<file path="src/fpd_pkg.sv">
package fpd_pkg;

  localparam int unsigned TICK_W   = 63;
  localparam int unsigned FREQ_W   = 32;
  localparam int unsigned FPS_W    = 8;
  localparam int unsigned BG_W     = 6;
  localparam int unsigned CFG_W    = 32;
  localparam int unsigned CIDX_W   = 2;

  // Digit-serial sweep over a 64-bit lane (tick plus one pad bit)
  localparam int unsigned LANE_W   = 64;
  localparam int unsigned DIGIT_W  = 4;
  localparam int unsigned NDIGITS  = LANE_W / DIGIT_W;
  localparam int unsigned DCNT_W   = $clog2(NDIGITS);
  localparam int unsigned QCNT_W   = $clog2(FREQ_W);

  localparam logic [FREQ_W-1:0] FREQ_RESET = 32'd10000000;
  localparam logic [FPS_W-1:0]  FG_RESET   = 8'd60;
  localparam logic [BG_W-1:0]   BG_RESET   = 6'd15;
  localparam logic [FPS_W-1:0]  FG_MIN     = 8'd30;
  localparam logic [FPS_W-1:0]  FG_MAX     = 8'd240;
  localparam logic [BG_W-1:0]   BG_MIN     = 6'd5;
  localparam logic [BG_W-1:0]   BG_MAX     = 6'd60;
  localparam logic [FPS_W-1:0]  NO_TARGET  = 8'd255;

  typedef enum logic [CIDX_W-1:0] {
    REG_FREQ     = 2'd0,
    REG_FG_CAP   = 2'd1,
    REG_BG_CAP   = 2'd2,
    REG_LIMIT_BG = 2'd3
  } reg_idx_t;

  typedef enum logic [3:0] {
    ST_IDLE   = 4'b0001,
    ST_DIVIDE = 4'b0010,
    ST_SWEEP  = 4'b0100,
    ST_FINISH = 4'b1000
  } state_t;

endpackage

</file>
<file path="src/fpd_req_if.sv">
interface fpd_req_if;
  logic                         valid;
  logic                         ready;
  logic [fpd_pkg::TICK_W-1:0]   now_tick;
  logic                         is_foreground;

  modport source (output valid, output now_tick, output is_foreground, input ready);
  modport sink   (input valid, input now_tick, input is_foreground, output ready);
endinterface

</file>
<file path="src/fpd_res_if.sv">
interface fpd_res_if;
  logic                         valid;
  logic                         ready;
  logic [fpd_pkg::TICK_W-1:0]   release_tick;
  logic                         limited;
  logic                         resynced;

  modport source (output valid, output release_tick, output limited, output resynced,
                  input ready);
  modport sink   (input valid, input release_tick, input limited, input resynced,
                  output ready);
endinterface

</file>
<file path="src/frame_pacing_deadline.sv">
// Frame pacing deadline: computes the release tick of each frame request.
// req channel: one beat per frame carries now_tick and is_foreground.
// res channel: exactly one beat per request with release_tick, limited and
// resynced. Configuration is a plain write port (cfg_we, cfg_index,
// cfg_data); cap writes are clamped as they are stored, but a foreground 0 stays.
// Steps: an unlimited frame (cap 0 or frequency 0) goes from its beat straight
// to the resolve step. A limited frame is latched, runs the bit-serial
// restoring divider (frequency / target), then the 4-bit digit sweep that
// forms now - deadline, its lag compare and both candidate deadlines, and
// then resolves. A zero interval resolves right after the divider.
// Flow: one request at a time; req.ready is high only while idle, so the
// divider and the digit sweep set the rate, and no new request is taken
// until the last one has resolved.
// A finished result sits in the output register; a new request is taken while
// it waits, and that request holds in its final step until the slot frees.
// Reset: synchronous, active high; loads the default caps and frequency,
// clears the deadline (unset) and marks no target chosen yet.
module frame_pacing_deadline (
  input  logic                        clk,
  input  logic                        rst,
  fpd_req_if.sink                     req,
  fpd_res_if.source                   res,
  input  logic                        cfg_we,
  input  logic [fpd_pkg::CIDX_W-1:0]  cfg_index,
  input  logic [fpd_pkg::CFG_W-1:0]   cfg_data
);

  localparam int unsigned LW = fpd_pkg::LANE_W;
  localparam int unsigned DW = fpd_pkg::DIGIT_W;
  localparam int unsigned TW = fpd_pkg::TICK_W;
  localparam int unsigned FW = fpd_pkg::FREQ_W;
  localparam int unsigned PW = fpd_pkg::FPS_W;
  localparam int unsigned BW = fpd_pkg::BG_W;

  // Configuration registers
  logic [FW-1:0] counter_frequency;
  logic [PW-1:0] foreground_cap;
  logic [BW-1:0] background_cap;
  logic          limit_background;

  // Schedule state
  logic [TW-1:0] deadline;
  logic [PW-1:0] last_target;

  fpd_pkg::state_t state;

  // Working registers
  logic [PW-1:0]                  target;
  logic [PW-1:0]                  rem;
  logic [FW-1:0]                  quo;
  logic [fpd_pkg::QCNT_W-1:0]     qcnt;
  logic [fpd_pkg::DCNT_W-1:0]     dcnt;
  logic [LW-1:0]                  now_sr;
  logic [LW-1:0]                  dl_sr;
  logic [LW-1:0]                  int_sr;
  logic [LW-1:0]                  lim_sr;
  logic                           borrow;
  logic                           carry_now;
  logic                           carry_dl;
  logic                           diff_gt;
  logic                           diff_nz;
  logic                           dl_nz;
  logic                           pass_now;
  logic                           resync;

  // Output register
  logic          out_valid;
  logic [TW-1:0] out_tick;
  logic          out_limited;
  logic          out_resynced;

  // ---- configuration writes, clamped on the way in ----
  logic [PW-1:0] fg_wr;
  logic [BW-1:0] bg_wr;

  always_comb begin
    fg_wr = cfg_data[PW-1:0];
    if (fg_wr != '0) begin
      if (fg_wr < fpd_pkg::FG_MIN) begin
        fg_wr = fpd_pkg::FG_MIN;
      end else if (fg_wr > fpd_pkg::FG_MAX) begin
        fg_wr = fpd_pkg::FG_MAX;
      end
    end
    bg_wr = cfg_data[BW-1:0];
    if (bg_wr < fpd_pkg::BG_MIN) begin
      bg_wr = fpd_pkg::BG_MIN;
    end else if (bg_wr > fpd_pkg::BG_MAX) begin
      bg_wr = fpd_pkg::BG_MAX;
    end
  end

  always_ff @(posedge clk) begin
    if (rst) begin
      counter_frequency <= fpd_pkg::FREQ_RESET;
      foreground_cap    <= fpd_pkg::FG_RESET;
      background_cap    <= fpd_pkg::BG_RESET;
      limit_background  <= 1'b1;
    end else if (cfg_we) begin
      case (fpd_pkg::reg_idx_t'(cfg_index))
        fpd_pkg::REG_FREQ:     counter_frequency <= cfg_data[FW-1:0];
        fpd_pkg::REG_FG_CAP:   foreground_cap    <= fg_wr;
        fpd_pkg::REG_BG_CAP:   background_cap    <= bg_wr;
        fpd_pkg::REG_LIMIT_BG: limit_background  <= cfg_data[0];
        default: ;
      endcase
    end
  end

  // ---- request side ----
  logic          req_beat;
  logic [PW-1:0] pick;
  logic          unlimited;

  assign req.ready = (state == fpd_pkg::ST_IDLE);
  assign req_beat  = req.valid && req.ready;

  // Background cap applies only when limiting is on and the window lost focus
  assign pick = (limit_background && !req.is_foreground)
              ? {{(PW-BW){1'b0}}, background_cap} : foreground_cap;
  assign unlimited = (pick == '0) || (counter_frequency == '0);

  // ---- divider step: one quotient bit per cycle ----
  logic [PW:0]   trial;
  logic          q_bit;
  logic [PW-1:0] rem_next;

  always_comb begin
    trial    = {rem, quo[FW-1]};
    q_bit    = (trial >= {1'b0, target});
    rem_next = q_bit ? PW'(trial - {1'b0, target}) : trial[PW-1:0];
  end

  // ---- digit sweep: subtract, compare and two adds on one digit ----
  logic [DW-1:0] n_d, d_d, i_d, l_d;
  logic [DW:0]   sub_d, sum_now_d, sum_dl_d;

  always_comb begin
    n_d       = now_sr[DW-1:0];
    d_d       = dl_sr[DW-1:0];
    i_d       = int_sr[DW-1:0];
    l_d       = lim_sr[DW-1:0];
    sub_d     = {1'b0, n_d} - {1'b0, d_d} - {{DW{1'b0}}, borrow};
    sum_now_d = {1'b0, n_d} + {1'b0, i_d} + {{DW{1'b0}}, carry_now};
    sum_dl_d  = {1'b0, d_d} + {1'b0, i_d} + {{DW{1'b0}}, carry_dl};
  end

  // ---- resolve: lag past four intervals, or unset deadline ----
  logic lag;
  logic slot_free;

  assign lag       = !dl_nz || (!borrow && diff_nz && diff_gt);
  assign slot_free = !out_valid || res.ready;

  always_ff @(posedge clk) begin
    if (rst) begin
      state       <= fpd_pkg::ST_IDLE;
      deadline    <= '0;
      last_target <= fpd_pkg::NO_TARGET;
      out_valid   <= 1'b0;
    end else begin
      // Raise the slot when a result lands, drop it once taken
      if ((state == fpd_pkg::ST_FINISH) && slot_free) begin
        out_valid <= 1'b1;
      end else if (res.ready) begin
        out_valid <= 1'b0;
      end
      case (state)
        fpd_pkg::ST_IDLE: begin
          if (req_beat) begin
            now_sr      <= {1'b0, req.now_tick};
            target      <= pick;
            last_target <= pick;
            rem         <= '0;
            quo         <= counter_frequency;
            qcnt        <= '0;
            if (unlimited) begin
              pass_now <= 1'b1;
              resync   <= 1'b0;
              state    <= fpd_pkg::ST_FINISH;
            end else begin
              pass_now <= 1'b0;
              // A new target restarts the schedule at now
              resync   <= (pick != last_target);
              if (pick != last_target) begin
                deadline <= req.now_tick;
              end
              state <= fpd_pkg::ST_DIVIDE;
            end
          end
        end
        fpd_pkg::ST_DIVIDE: begin
          rem  <= rem_next;
          quo  <= {quo[FW-2:0], q_bit};
          qcnt <= qcnt + 1'b1;
          if (qcnt == fpd_pkg::QCNT_W'(FW - 1)) begin
            if ({quo[FW-2:0], q_bit} == '0) begin
              // Zero interval: frame passes, any target resync stands
              pass_now <= 1'b1;
              state    <= fpd_pkg::ST_FINISH;
            end else begin
              dl_sr     <= {1'b0, deadline};
              int_sr    <= {{(LW-FW){1'b0}}, quo[FW-2:0], q_bit};
              lim_sr    <= {{(LW-FW-2){1'b0}}, quo[FW-2:0], q_bit, 2'b00};
              borrow    <= 1'b0;
              carry_now <= 1'b0;
              carry_dl  <= 1'b0;
              diff_gt   <= 1'b0;
              diff_nz   <= 1'b0;
              dl_nz     <= 1'b0;
              dcnt      <= '0;
              state     <= fpd_pkg::ST_SWEEP;
            end
          end
        end
        fpd_pkg::ST_SWEEP: begin
          // Rotate sums in at the top as operand digits leave at the bottom
          now_sr    <= {sum_now_d[DW-1:0], now_sr[LW-1:DW]};
          dl_sr     <= {sum_dl_d[DW-1:0], dl_sr[LW-1:DW]};
          int_sr    <= {{DW{1'b0}}, int_sr[LW-1:DW]};
          lim_sr    <= {{DW{1'b0}}, lim_sr[LW-1:DW]};
          borrow    <= sub_d[DW];
          carry_now <= sum_now_d[DW];
          carry_dl  <= sum_dl_d[DW];
          // Upper digits override the verdict of lower ones
          if (sub_d[DW-1:0] > l_d) begin
            diff_gt <= 1'b1;
          end else if (sub_d[DW-1:0] < l_d) begin
            diff_gt <= 1'b0;
          end
          diff_nz <= diff_nz || (sub_d[DW-1:0] != '0);
          dl_nz   <= dl_nz || (d_d != '0);
          dcnt    <= dcnt + 1'b1;
          if (dcnt == fpd_pkg::DCNT_W'(fpd_pkg::NDIGITS - 1)) begin
            state <= fpd_pkg::ST_FINISH;
          end
        end
        fpd_pkg::ST_FINISH: begin
          if (slot_free) begin
            if (pass_now) begin
              out_tick     <= now_sr[TW-1:0];
              out_limited  <= 1'b0;
              out_resynced <= resync;
            end else begin
              // Sums wrap modulo the tick width; the pad bit drops off
              out_tick     <= lag ? now_sr[TW-1:0] : dl_sr[TW-1:0];
              out_limited  <= 1'b1;
              out_resynced <= resync || lag;
              deadline     <= lag ? now_sr[TW-1:0] : dl_sr[TW-1:0];
            end
            state <= fpd_pkg::ST_IDLE;
          end
        end
        default: state <= fpd_pkg::ST_IDLE;
      endcase
    end
  end

  assign res.valid        = out_valid;
  assign res.release_tick = out_tick;
  assign res.limited      = out_limited;
  assign res.resynced     = out_resynced;

endmodule
</file>
<file path="src/flat_wrapper.sv">
// flat-port wrapper written by rule: the top's interface ports become plain ports
module frame_pacing_deadline_flat 
  (clk, rst, cfg_we, cfg_index, cfg_data, req_valid, req_now_tick, req_is_foreground, req_ready, res_valid, res_release_tick, res_limited, res_resynced, res_ready);
  fpd_req_if req_i ();
  fpd_res_if res_i ();
  input  logic clk;
  input  logic rst;
  input  logic cfg_we;
  input  logic [fpd_pkg::CIDX_W-1:0] cfg_index;
  input  logic [fpd_pkg::CFG_W-1:0] cfg_data;
  input wire logic [$bits(req_i.valid)-1:0] req_valid;
  input wire logic [$bits(req_i.now_tick)-1:0] req_now_tick;
  input wire logic [$bits(req_i.is_foreground)-1:0] req_is_foreground;
  output wire logic [$bits(req_i.ready)-1:0] req_ready;
  output wire logic [$bits(res_i.valid)-1:0] res_valid;
  output wire logic [$bits(res_i.release_tick)-1:0] res_release_tick;
  output wire logic [$bits(res_i.limited)-1:0] res_limited;
  output wire logic [$bits(res_i.resynced)-1:0] res_resynced;
  input wire logic [$bits(res_i.ready)-1:0] res_ready;
  assign req_i.valid = req_valid;
  assign req_i.now_tick = req_now_tick;
  assign req_i.is_foreground = req_is_foreground;
  assign req_ready = req_i.ready;
  assign res_valid = res_i.valid;
  assign res_release_tick = res_i.release_tick;
  assign res_limited = res_i.limited;
  assign res_resynced = res_i.resynced;
  assign res_i.ready = res_ready;
  frame_pacing_deadline u_core (.clk(clk), .rst(rst), .req(req_i), .res(res_i), .cfg_we(cfg_we), .cfg_index(cfg_index), .cfg_data(cfg_data));
endmodule
</file>
<file path="config.mk">
export PLATFORM = sky130hd
export DESIGN_NAME = frame_pacing_deadline_flat
export DESIGN_NICKNAME = d
export VERILOG_FILES = /design/src/fpd_pkg.sv /design/src/fpd_req_if.sv /design/src/fpd_res_if.sv /design/src/frame_pacing_deadline.sv /design/src/flat_wrapper.sv
export SDC_FILE = /design/constraint.sdc
export NUM_CORES = 1
export LEC_CHECK = 0
export BUFFER_PORTS_ARGS = -buffer_cell sky130_fd_sc_hd__buf_2
export CAP_MARGIN = 20
export CORE_ASPECT_RATIO = 0.8
export CORE_MARGIN = 5
export CORE_UTILIZATION = 45
export DETAILED_ROUTE_END_ITERATION = 10
export HOLD_SLACK_MARGIN = 0.02
export SYNTH_ARGS = -nofsm -noshare
export SYNTH_HDL_FRONTEND = slang
export SYNTH_SLANG_ARGS = --single-unit
</file>
<file path="constraint.sdc">
create_clock -name clk -period 8.77 [get_ports clk]
set_clock_uncertainty 0.2 [all_clocks]
set_input_delay 2.631 -clock clk [delete_from_list [all_inputs] [get_ports clk]]
set_output_delay 2.631 -clock clk [all_outputs]
set_load 0.01 [all_outputs]
</file>
==> out/results.md, run 1 <==
| Result | Reported | Unit |
|:---|:---|:---|
| Gate power share | 0.097 | - |
| Area share of the largest cell type after synthesis | 0.4477 | - |
| Post-Route WL | 47,000 | um |
| CTS Root Cell | clkbuf_16 | - |
| Number of gates resized after cts | 0 | - |
| Fraction of the core area covered by cells at the end of the flow | 0.5143 | - |
| Initial drt markers | 1,014 | - |
| Die area | 47,820 | um^2 |
| Delay of the slowest cell on the worst path | 0.82 | ns |
| CTS Buffer Depth | 3 | - |
| Number of clock sinks seen by CTS | 415 | - |
| Half-perimeter wire length of the detailed placement result | 29,150 | um |
| Max rail drop VDD | 0.0001350 | V |
| Die height | 196.6 | um |
| Net count reported at finish | 2,188 | - |
| Cell internal power dissipation | 3.401 | mW |
| Final weighted congestion of routability-driven global placement | 0.8384 | - |
| Req. time, crit path | 9.03 | ns |
| Final count of hold timing violations | 0 | - |
| Cell Count, Final, Fillers Out | 2,649 | - |
| CP endpoint kind | flip-flop | - |
| CTS tree | yes | - |
| Relative contribution of the clock network to total power | 0.392 | - |
| Leakage Power | 9.185 | nW |
| Post-place setup slack | 2.667 | ns |
| Fillers | 3,928 | - |
| Final-layout setup total negative slack | 0 | ns |
| Synthesized netlist net count | 2,070 | - |
| Total congestion overflow | 0 | - |
| Count of nets left with antenna violations after detail routing | 0 | - |
| DIE WIDTH | 243.3 | um |
| Fin crit share | 0.6303 | - |
| Average wire per standard cell | 17.74 | um |
| Buffers inserted by post-CTS timing repair | 0 | - |
| Number of unique standard cell types used by synthesis | 60 | - |
| Most instantiated cells after synthesis | 762 x nand2_1, 292 x edfxtp_1, 134 x mux2i_1 | - |
| Minimum hold slack | 0.2615 | ns |
| Largest driver fanout on the critical path | 34 | - |
| Ordered cell list for the critical path | buf_2 > nor2b_4 > mux2_4 > a222oi_1 > and4_1 > a2111o_2 > buf_4 > mux2i_1 | - |
| Combined flip-flop and latch cell area | 11,230 | um^2 |
| Switch share | 0.2421 | - |
| Post-Synthesis Cell Area | 19,590 | um^2 |
| Number of global-route vias before repair | 13,940 | - |
| Clock-pin slew reported for the worst setup and hold paths after clock tree synthesis | 0.06 | ns |
| Avg Synthesized Cell Area | 10.12 | um^2 |
| Max-slew violations | 0 | - |
| Power density over cell area | 202.7 | nW/um^2 |
| # port buffers | 169 | - |
| Setup repair after global routing missed its margin | no | - |
| Flip-flop cell with the highest count after synthesis | edfxtp_1 | - |
| First-pass GRT wire length | 75,640 | um |
| Total power draw | 4.487 | mW |
| Initial Util | 0.4550 | - |
| First drt pass iteration count | 5 | - |
| Biggest area contributors in the synthesized netlist | edfxtp_1 45%, nand2_1 15%, dfxtp_1 13% | - |
| Sw power | 1.087 | mW |
| Placed standard-cell area | 20,800 | um^2 |
| Multi-input logic area | 7726 | um^2 |
| Proportion of layout cells with a drive suffix above 1 | 0.1542 | - |
| Arrival time at the worst endpoint | 5.79 | ns |
| Layout Cell Area excl Fill | 22,140 | um^2 |
| Clock buffers created by TritonCTS | 43 | - |
| FP Rows | 68 | - |
| Max-cap violation count | 0 | - |
| Cell type with the highest aggregate area in the netlist | edfxtp_1 | - |
| Count of warnings emitted by yosys | 0 | - |
| Sort of element at the start of the critical path | input pin | - |
| FF+latch count, synth | 415 | - |
| Via Count | 13,920 | - |
| Result of the run | complete, no violations | - |
| Final critical delay including setup and external delays | 5.528 | ns |
| H-tree depth | 2 | - |
| Global-route total usage across every layer | 0.1920 | - |
| Ys async rst share | 0 | - |
| Number of antenna violations at the first check in global routing | 1 | - |
| Upper clock frequency limit | 0.1809 | GHz |
| Post-synthesis to final-layout area growth | 13.04 | % |
| Residual DRC | 0 | - |
| Post-route worst setup slack | 3.242 | ns |
| Worst hold-check path type | reg -> reg | - |
| Seq pwr share | 0.511 | - |
| Cell count after placement | 2,568 | - |
| Per-cell via count in the routed design | 5.255 | - |
| Setup violators final | 0 | - |
| Count of flip-flops with a built-in enable after synthesis | 292 | - |
| Max-Slew Margin vs Limit | 0.2795 | - |
| CP max stage cell | a2111o_2 | - |
| I/O pins | 170 | - |
| Most repeated cell in the gate-level netlist after synthesis | nand2_1 | - |
| Area of the core | 43,050 | um^2 |
| Type of the worst setup path | in -> reg | - |
| Largest net degree at the start of global routing | 96 | - |
| Clock insertion delay at the later pin of the skew report | 0.55 | ns |
| Transition time at the pin with the least slew margin | 1.081 | ns |
| Fraction of the yosys area taken by sequential cells | 0.5734 | - |
| Number of hold-repair buffers added at the cts stage | 0 | - |
| Syn Inst Count | 1,935 | - |
==> sequential cells by signal, indices dropped and copies added, names as in the netlist, 3 cells and up <==
register                  flops
u_core.foreground_cap         8
u_core.counter_frequency     32
u_core.deadline              63
u_core.lim_sr                31
u_core.quo                   32
u_core.last_target            8
u_core.target                 8
u_core.state                  4
u_core.background_cap         6
u_core.res.release_tick      63
u_core.dl_sr                 64
u_core.rem                    8
u_core.now_sr                64
u_core.dcnt                   4
u_core.int_sr                 3
u_core.qcnt                   5
==> final timing paths <==
path	slack [ns]	start	cells after the start	to
setup / recovery	3.24	req_is_foreground	8	u_core.deadline[36]$_SDFFE_PP0P_
hold / removal	0.26	u_core.deadline[1]$_SDFFE_PP0P_	2	u_core.deadline[1]$_SDFFE_PP0P_
setup reg to reg	4.95	u_core.limit_background$_SDFFE_PP1P_	7	u_core.deadline[36]$_SDFFE_PP0P_
hold reg to reg	0.26	u_core.deadline[1]$_SDFFE_PP0P_	2	u_core.deadline[1]$_SDFFE_PP0P_
==> per-layer routing <==
layer  vias up  GRT usage  wire [um]  share of wire
met3        54    0.03023       2200          0.047
met1      6640     0.2849      23230           0.49
met4         0    0.03929        687          0.015
met5         -          0          0              0
li1       6915          -          -              -
met2       311     0.3022      20870           0.44
==> worst max-delay path, delay by kind of cell <==
kind            cells  cell delay, ns
compound gates      2            1.13
buf+inv             2            0.80
mux                 2            0.63
simple gates        2            0.56
==> power groups by stage <==
| stage | Combinational [mW] | Sequential, mW | Clock, mW |
|---|---|---|---|
| global route | 0.493 | 2.30 | 1.88 |
| floorplan | 0.332 | 2.31 | 0 |
| global placement | 0.428 | 2.33 | 0 |
| CTS | 0.442 | 2.29 | 1.80 |
| detailed placement | 0.439 | 2.33 | 0 |
| finish | 0.436 | 2.29 | 1.76 |
==> final cells by class <==
cell class                      instances  area share
Sequential cell                       415      0.5072
Multi-Input combinational cell       1362      0.3489
Clock buffer                           68     0.05606
Timing Repair Buffer                  186     0.04396
Tap cell                              560     0.03165
Inverter                               45    0.007742
Clock inverter                         12    0.004295
Antenna cell                            1   0.0001130
==> cell families after synthesis <==
| kind of cell | after synthesis | share of synthesized area |
|---|---|---|
| AND/OR/NAND/NOR | 926 | 0.1913 |
| flip-flops | 415 | 0.5734 |
| XOR/XNOR | 13 | 0.005813 |
| AO/OA/AOI/OAI | 193 | 0.06446 |
| adder cells (fa/ha/maj) | 32 | 0.02312 |
| multiplexers | 198 | 0.1056 |
| buffers and inverters | 158 | 0.03629 |
==> cells in the final DEF (no fill, tap or decap), types with 4 or more instances in the layout <==
master	netlist	routed
nand4_1	10	10
inv_1	44	43
xnor2_1	7	7
nand3_1	15	15
o21ai_0	19	19
clkbuf_1	94	19
xor2_1	6	6
a31oi_1	4	4
edfxtp_1	292	292
fa_1	7	7
o211ai_1	69	69
nor2b_1	11	11
clkbuf_8	0	5
mux2_2	62	62
nand3b_1	5	5
nor4_1	18	18
nand2_1	762	762
buf_4	0	17
mux2i_1	134	134
ha_1	25	25
buf_2	4	169
clkinv_1	1	6
a21o_1	6	6
nand2b_1	11	10
nor2_1	58	58
nor3_1	11	11
and2_1	11	11
clkbuf_16	0	44
a21oi_1	65	63
dfxtp_1	123	123
o221ai_1	5	5
(Power assumes the default switching activity.)
==> run 2: changes to the inputs <==
- clock period: 8.77 -> 5.65 ns (I/O delays scaled with it)
==> out/results.md, run 2 (same netlist as run 1, synthesis figures left out) <==
| Result | Reported | Unit |
|:---|:---|:---|
| Die height | 196.6 | um |
| Most Frequent Cell on Critical Path | mux2i_1 | - |
| Initial Util | 0.4550 | - |
| Post-synthesis to final-layout area growth | 13.31 | % |
| Residual DRC | 0 | - |
| Multi-input logic area | 7726 | um^2 |
| Cell Count, Final, Fillers Out | 2,650 | - |
| First-pass GRT wire length | 75,220 | um |
| Result of the run | complete, no violations | - |
| Net count reported at finish | 2,191 | - |
| Sort of element at the start of the critical path | input pin | - |
| CP max stage cell | a2111o_2 | - |
| CTS Root Cell | clkbuf_16 | - |
| CTS Buffer Depth | 3 | - |
| Req. time, crit path | 5.86 | ns |
| Number of clock sinks seen by CTS | 415 | - |
| Number of hold-repair buffers added at the cts stage | 0 | - |
| Clock-pin slew reported for the worst setup and hold paths after clock tree synthesis | 0.06 | ns |
| Largest net degree at the start of global routing | 101 | - |
| Upper clock frequency limit | 0.2573 | GHz |
| DIE WIDTH | 243.3 | um |
| Largest registers in the final layout | u_core.dl_sr: 64 flops, u_core.now_sr: 64 flops | - |
| Leading cell type in the layout, fill and taps excluded | nand2_1 | - |
| Initial drt markers | 1,044 | - |
| Ordered cell list for the critical path | buf_2 > nor2b_4 > mux2i_1 > a22oi_1 > and4_1 > a2111o_2 > buf_12 > mux2i_1 | - |
| Transition time at the pin with the least slew margin | 1.088 | ns |
| Final weighted congestion of routability-driven global placement | 0.8224 | - |
| Number of antenna violations at the first check in global routing | 0 | - |
| Type of the worst setup path | in -> reg | - |
| Total congestion overflow | 0 | - |
| Largest driver fanout on the critical path | 24 | - |
| First drt pass iteration count | 5 | - |
| I/O pins | 170 | - |
| H-tree depth | 2 | - |
| Final count of hold timing violations | 0 | - |
| Number of global-route vias before repair | 13,950 | - |
| Setup repair after global routing missed its margin | no | - |
| Buffers inserted by post-CTS timing repair | 0 | - |
| Worst hold-check path type | reg -> reg | - |
| Delay of the slowest cell on the worst path | 0.78 | ns |
| Proportion of layout cells with a drive suffix above 1 | 0.1560 | - |
| Max-slew violations | 0 | - |
| Leakage Power | 9.215 | nW |
| Final critical delay including setup and external delays | 3.887 | ns |
| Global-route total usage across every layer | 0.1907 | - |
| Die area | 47,820 | um^2 |
| Count of nets left with antenna violations after detail routing | 0 | - |
| Fin crit share | 0.6880 | - |
| Max-Slew Margin vs Limit | 0.2750 | - |
| CP endpoint kind | flip-flop | - |
| Combined flip-flop and latch cell area | 11,230 | um^2 |
| Final-layout setup total negative slack | 0 | ns |
| Diode insertion count for antenna repair | 0 | - |
| Clock insertion delay at the later pin of the skew report | 0.54 | ns |
| Most frequent cells in the layout | 762 x nand2_1, 292 x edfxtp_1, 169 x buf_2, 134 x mux2i_1, 123 x dfxtp_1 | - |
| Arrival time at the worst endpoint | 4.10 | ns |
| Area of the core | 43,050 | um^2 |
| CTS tree | yes | - |
| Per-cell via count in the routed design | 5.294 | - |
| Power density over cell area | 313.2 | nW/um^2 |
| Half-perimeter wire length of the detailed placement result | 29,310 | um |
| Average wire per standard cell | 17.60 | um |
| # port buffers | 169 | - |
| Setup violators final | 0 | - |
| Cell count after placement | 2,571 | - |
| Max rail drop VDD | 0.0002124 | V |
| Fillers | 3,904 | - |
| FP Rows | 68 | - |
| Number of gates resized after cts | 0 | - |
| Max-cap violation count | 0 | - |
| Clock buffers created by TritonCTS | 43 | - |
| Via Count | 14,030 | - |
| Post-Route WL | 46,630 | um |
[run 2: cell types whose count changed in the layout (fill, tap and decap cells not counted), sizes merged]
cell    change
buf         +3
bufinv      -1
clkinv      +2
diode       -1
inv         -2
[run 2: per-stage QoR]
step           hold slack [ns]  utilization  power (mW)  worst slack, ns  cell area [um^2]
2_1_floorplan           0.2387            -       4.102           0.4307             19590
3_3_place_gp            0.2440       0.4846       4.290            1.247             20860
3_5_place_dp            0.2514       0.4846       4.307            1.207             20860
4_1_cts                 0.2608       0.5155       7.017            1.764             22190
5_1_grt                 0.2807       0.5155       7.243            1.620             22190
6_report                0.2568       0.5155       6.950            1.763             22190
[run 2: path summary, 6_finish.rpt]
path,startpoint,to,slack (ns),cells after the start
max,req_is_foreground,u_core.deadline[50]$_SDFFE_PP0P_,1.76,8
min,u_core.deadline[61]$_SDFFE_PP0P_,u_core.deadline[61]$_SDFFE_PP0P_,0.26,2
max reg2reg,u_core.quo[31]$_DFFE_PP_,u_core.lim_sr[21]$_DFFE_PP_,2.14,10
min reg2reg,u_core.deadline[61]$_SDFFE_PP0P_,u_core.deadline[61]$_SDFFE_PP0P_,0.26,2
[run 2: report_power, final]
| part | internal (mW) | switching, mW |
|---|---|---|
| combinational | 0.280 | 0.404 |
| sequential | 3.45 | 0.109 |
| clock | 1.55 | 1.16 |
[run 2: worst max-delay path: cells and delay by family]
family,cells,cell delay (ns)
and+or+nand+nor,2,0.52
buffers and inverters,2,0.42
muxes,2,0.49
AOI/OAI and AO/OA,2,0.93
[run 2: area by class of cell]
| class | instances | share of cell area |
|---|---|---|
| flip-flops and latches | 415 | 0.5061 |
| multi-input cells | 1362 | 0.3481 |
| clock buffers | 68 | 0.05779 |
| repair buffers | 189 | 0.04657 |
| well taps | 560 | 0.03157 |
| inverters | 45 | 0.007724 |
| clock inverters | 11 | 0.002142 |
[run 2: layer usage]
metal,part of all wire,track usage,vias up
li1,-,-,6910
met1,0.48,0.2807,6772
met2,0.45,0.3050,303
met3,0.048,0.02793,44
met4,0.015,0.03824,0
met5,0,0,-
==> run 3: changes to the inputs <==
- ABC_AREA: not set -> 1
- clock period: 5.65 -> 3.9 ns (I/O delays scaled with it)
==> out/results.md, run 3 <==
| Result | Reported | Unit |
|:---|:---|:---|
| Initial drt markers | 1,377 | - |
| Result of the run | complete, no violations | - |
| Die area | 48,370 | um^2 |
| Post-Synthesis Cell Area | 19,820 | um^2 |
| Net count reported at finish | 2,594 | - |
| Type of the worst setup path | reg -> reg | - |
| Setup slack, reg-to-reg | 0.65 | ns |
| Via Count | 15,660 | - |
| Clock insertion delay at the later pin of the skew report | 0.55 | ns |
| Final critical delay including setup and external delays | 3.253 | ns |
| Largest driver fanout on the critical path | 17 | - |
| Number of global-route vias before repair | 14,820 | - |
| Most repeated cell in the gate-level netlist after synthesis | nand2_1 | - |
| Post-synthesis to final-layout area growth | 14.83 | % |
| Largest net degree at the start of global routing | 128 | - |
| H-tree depth | 2 | - |
| Biggest area contributors in the synthesized netlist | edfxtp_1 44%, nand2_1 13%, dfxtp_1 12% | - |
| Final weighted congestion of routability-driven global placement | 0.8140 | - |
| CP endpoint kind | flip-flop | - |
| Number of gates resized after cts | 0 | - |
| Worst hold-check path type | reg -> reg | - |
| Setup violators final | 0 | - |
| Max-cap violation count | 0 | - |
| CTS Root Cell | clkbuf_16 | - |
| Clock-pin slew reported for the worst setup and hold paths after clock tree synthesis | 0.06 | ns |
| Number of unique standard cell types used by synthesis | 37 | - |
| FF+latch count, synth | 415 | - |
| Flip-flop cell with the highest count after synthesis | edfxtp_1 | - |
| Clock buffers created by TritonCTS | 45 | - |
| Req. time, crit path | 3.94 | ns |
| # port buffers | 169 | - |
| Multi-input logic area | 7113 | um^2 |
| FF-to-FF path depth | 12 | - |
| Sort of element at the start of the critical path | flip-flop | - |
| Fraction of the yosys area taken by sequential cells | 0.5666 | - |
| Cell count after placement | 2,972 | - |
| Post-Route WL | 49,280 | um |
| CTS tree | yes | - |
| Fin crit share | 0.8341 | - |
| Synthesized netlist net count | 2,480 | - |
| Half-perimeter wire length of the detailed placement result | 32,050 | um |
| Proportion of layout cells with a drive suffix above 1 | 0.1139 | - |
| Number of antenna violations at the first check in global routing | 0 | - |
| Post-place setup slack | 0.5689 | ns |
| Number of hold-repair buffers added at the cts stage | 0 | - |
| Count of warnings emitted by yosys | 0 | - |
| Most frequent cells in the layout | 685 x nand2_1, 366 x o21ai_0, 292 x edfxtp_1, 262 x inv_1, 169 x buf_2 | - |
| Number of clock sinks seen by CTS | 415 | - |
| R2r startpoint | u_core.rem[1]$_SDFFCE_PN0P_ | - |
| Area share of the largest cell type after synthesis | 0.4423 | - |
| Setup repair after global routing missed its margin | no | - |
| Die height | 197.7 | um |
| Critical Path Start | u_core.rem[1]$_SDFFCE_PN0P_ | - |
| Avg Synthesized Cell Area | 8.453 | um^2 |
| Leakage Power | 10.11 | nW |
| Most instantiated cells after synthesis | 686 x nand2_1, 366 x o21ai_0, 292 x edfxtp_1 | - |
| CTS Buffer Depth | 3 | - |
| Largest registers in the final layout | u_core.dl_sr: 64 flops, u_core.now_sr: 64 flops | - |
| Layout Cell Area excl Fill | 22,760 | um^2 |
| Final count of hold timing violations | 0 | - |
| Count of nets left with antenna violations after detail routing | 0 | - |
| Total congestion overflow | 0 | - |
| Transition time at the pin with the least slew margin | 0.9180 | ns |
| Max rail drop VDD | 0.0004662 | V |
| Initial Util | 0.4577 | - |
| I/O pins | 170 | - |
| Max-Slew Margin vs Limit | 0.3880 | - |
| Average wire per standard cell | 16.14 | um |
| Crit path to | u_core.dl_sr[44]$_DFFE_PP_ | - |
| DIE WIDTH | 244.7 | um |
| Capturing point of the worst reg2reg path | u_core.dl_sr[44]$_DFFE_PP_ | - |
| First drt pass iteration count | 7 | - |
| Area of the core | 43,310 | um^2 |
| Buffers inserted by post-CTS timing repair | 0 | - |
| Fraction of the core area covered by cells at the end of the flow | 0.5256 | - |
| Cell type with the highest aggregate area in the netlist | edfxtp_1 | - |
| Post-route worst setup slack | 0.6469 | ns |
| Global-route total usage across every layer | 0.1996 | - |
| Combined flip-flop and latch cell area | 11,230 | um^2 |
| Minimum hold slack | 0.2671 | ns |
| Residual DRC | 0 | - |
| FP Rows | 68 | - |
| Arrival time at the worst endpoint | 3.29 | ns |
| Max-slew violations | 0 | - |
| Leading cell type in the layout, fill and taps excluded | nand2_1 | - |
| Cell Count, Final, Fillers Out | 3,054 | - |
| Count of flip-flops with a built-in enable after synthesis | 292 | - |
| Placed standard-cell area | 21,320 | um^2 |
| Ys async rst share | 0 | - |
| Upper clock frequency limit | 0.3074 | GHz |
| Fillers | 4,031 | - |
| First-pass GRT wire length | 79,490 | um |
| Power density over cell area | 541.9 | nW/um^2 |
| Per-cell via count in the routed design | 5.126 | - |
| Diode insertion count for antenna repair | 0 | - |
| Syn Inst Count | 2,345 | - |
run 3: cell types whose count changed in the layout (fill, tap and decap cells not counted), sizes merged, moves of 12 or more:
cell,delta
buf,+13
nor2,+103
nor4,-17
mux2i,-135
mux2,-63
nand3,+92
inv,+225
nand2,-75
a21oi,+60
nor2b,-12
o21ai,+347
o211ai,-61
run 3: through the flow:
step / TNS [ns] / power (mW)
finish: 0 / 12.34
global route: 0 / 13.07
CTS: 0 / 12.44
detailed placement: 0 / 8.203
global placement: 0 / 8.123
floorplan: -17.67 / 7.531
run 3: how the worst min path moves through the flow:
stage | from | endpoint | slack [ns] | cells past startpoint
after global placement | u_core.foreground_cap[0]$_SDFFE_PP0P_ | u_core.foreground_cap[0]$_SDFFE_PP0P_ | 0.26 | 2
after global routing | u_core.counter_frequency[27]$_SDFFE_PP0P_ | u_core.counter_frequency[27]$_SDFFE_PP0P_ | 0.29 | 2
after detailed placement | u_core.foreground_cap[0]$_SDFFE_PP0P_ | u_core.foreground_cap[0]$_SDFFE_PP0P_ | 0.26 | 2
after floorplan | u_core.counter_frequency[31]$_SDFFE_PP0P_ | u_core.counter_frequency[31]$_SDFFE_PP0P_ | 0.24 | 2
after CTS | u_core.foreground_cap[0]$_SDFFE_PP0P_ | u_core.foreground_cap[0]$_SDFFE_PP0P_ | 0.27 | 2
final | u_core.foreground_cap[0]$_SDFFE_PP0P_ | u_core.foreground_cap[0]$_SDFFE_PP0P_ | 0.27 | 2
run 3: cell families after synthesis:
logic type / after synthesis / synth area share
XOR/XNOR: 10 / 0.004419
AO/OA/AOI/OAI: 512 / 0.1320
buffers and inverters: 403 / 0.08004
flip-flops: 415 / 0.5666
adder cells (fa/ha/maj): 32 / 0.02285
AND/OR/NAND/NOR: 973 / 0.1941
run 3: area by class of cell:
class	instances	share of cell area
sequential	415	0.4934
multi-input combinational	1527	0.3125
clock buffer	69	0.05706
inverter	268	0.04436
clock inverter	13	0.006431
timing repair buffer	202	0.05552
tap	560	0.03078
run 3: layer usage:
layer | up-vias | global-route usage | routed length [um]
li1 | 7921 | - | -
met1 | 7270 | 0.3112 | 24610
met2 | 405 | 0.2977 | 21020
met3 | 59 | 0.02969 | 2841
met4 | 0 | 0.04092 | 812
met5 | - | 0 | 0
run 3: worst max-delay path, cell delays in order, from the launching register on:
cell and delay (ns):
edfxtp_1 0.39, ha_1 0.40, nand2_1 0.07, nand2_1 0.08
nand2_1 0.06, nand3_1 0.14, nand2_1 0.10, nand2_1 0.39
inv_1 0.20, nand2_1 0.09, nand2_1 0.12, a21oi_4 0.36
buf_4 0.34
run 3: power breakdown:
part | total (mW) | switching (mW) | internal [mW]
Sequential | 5.71 | 0.272 | 5.44
Clock | 4.22 | 1.73 | 2.49
Combinational | 2.40 | 1.57 | 0.838
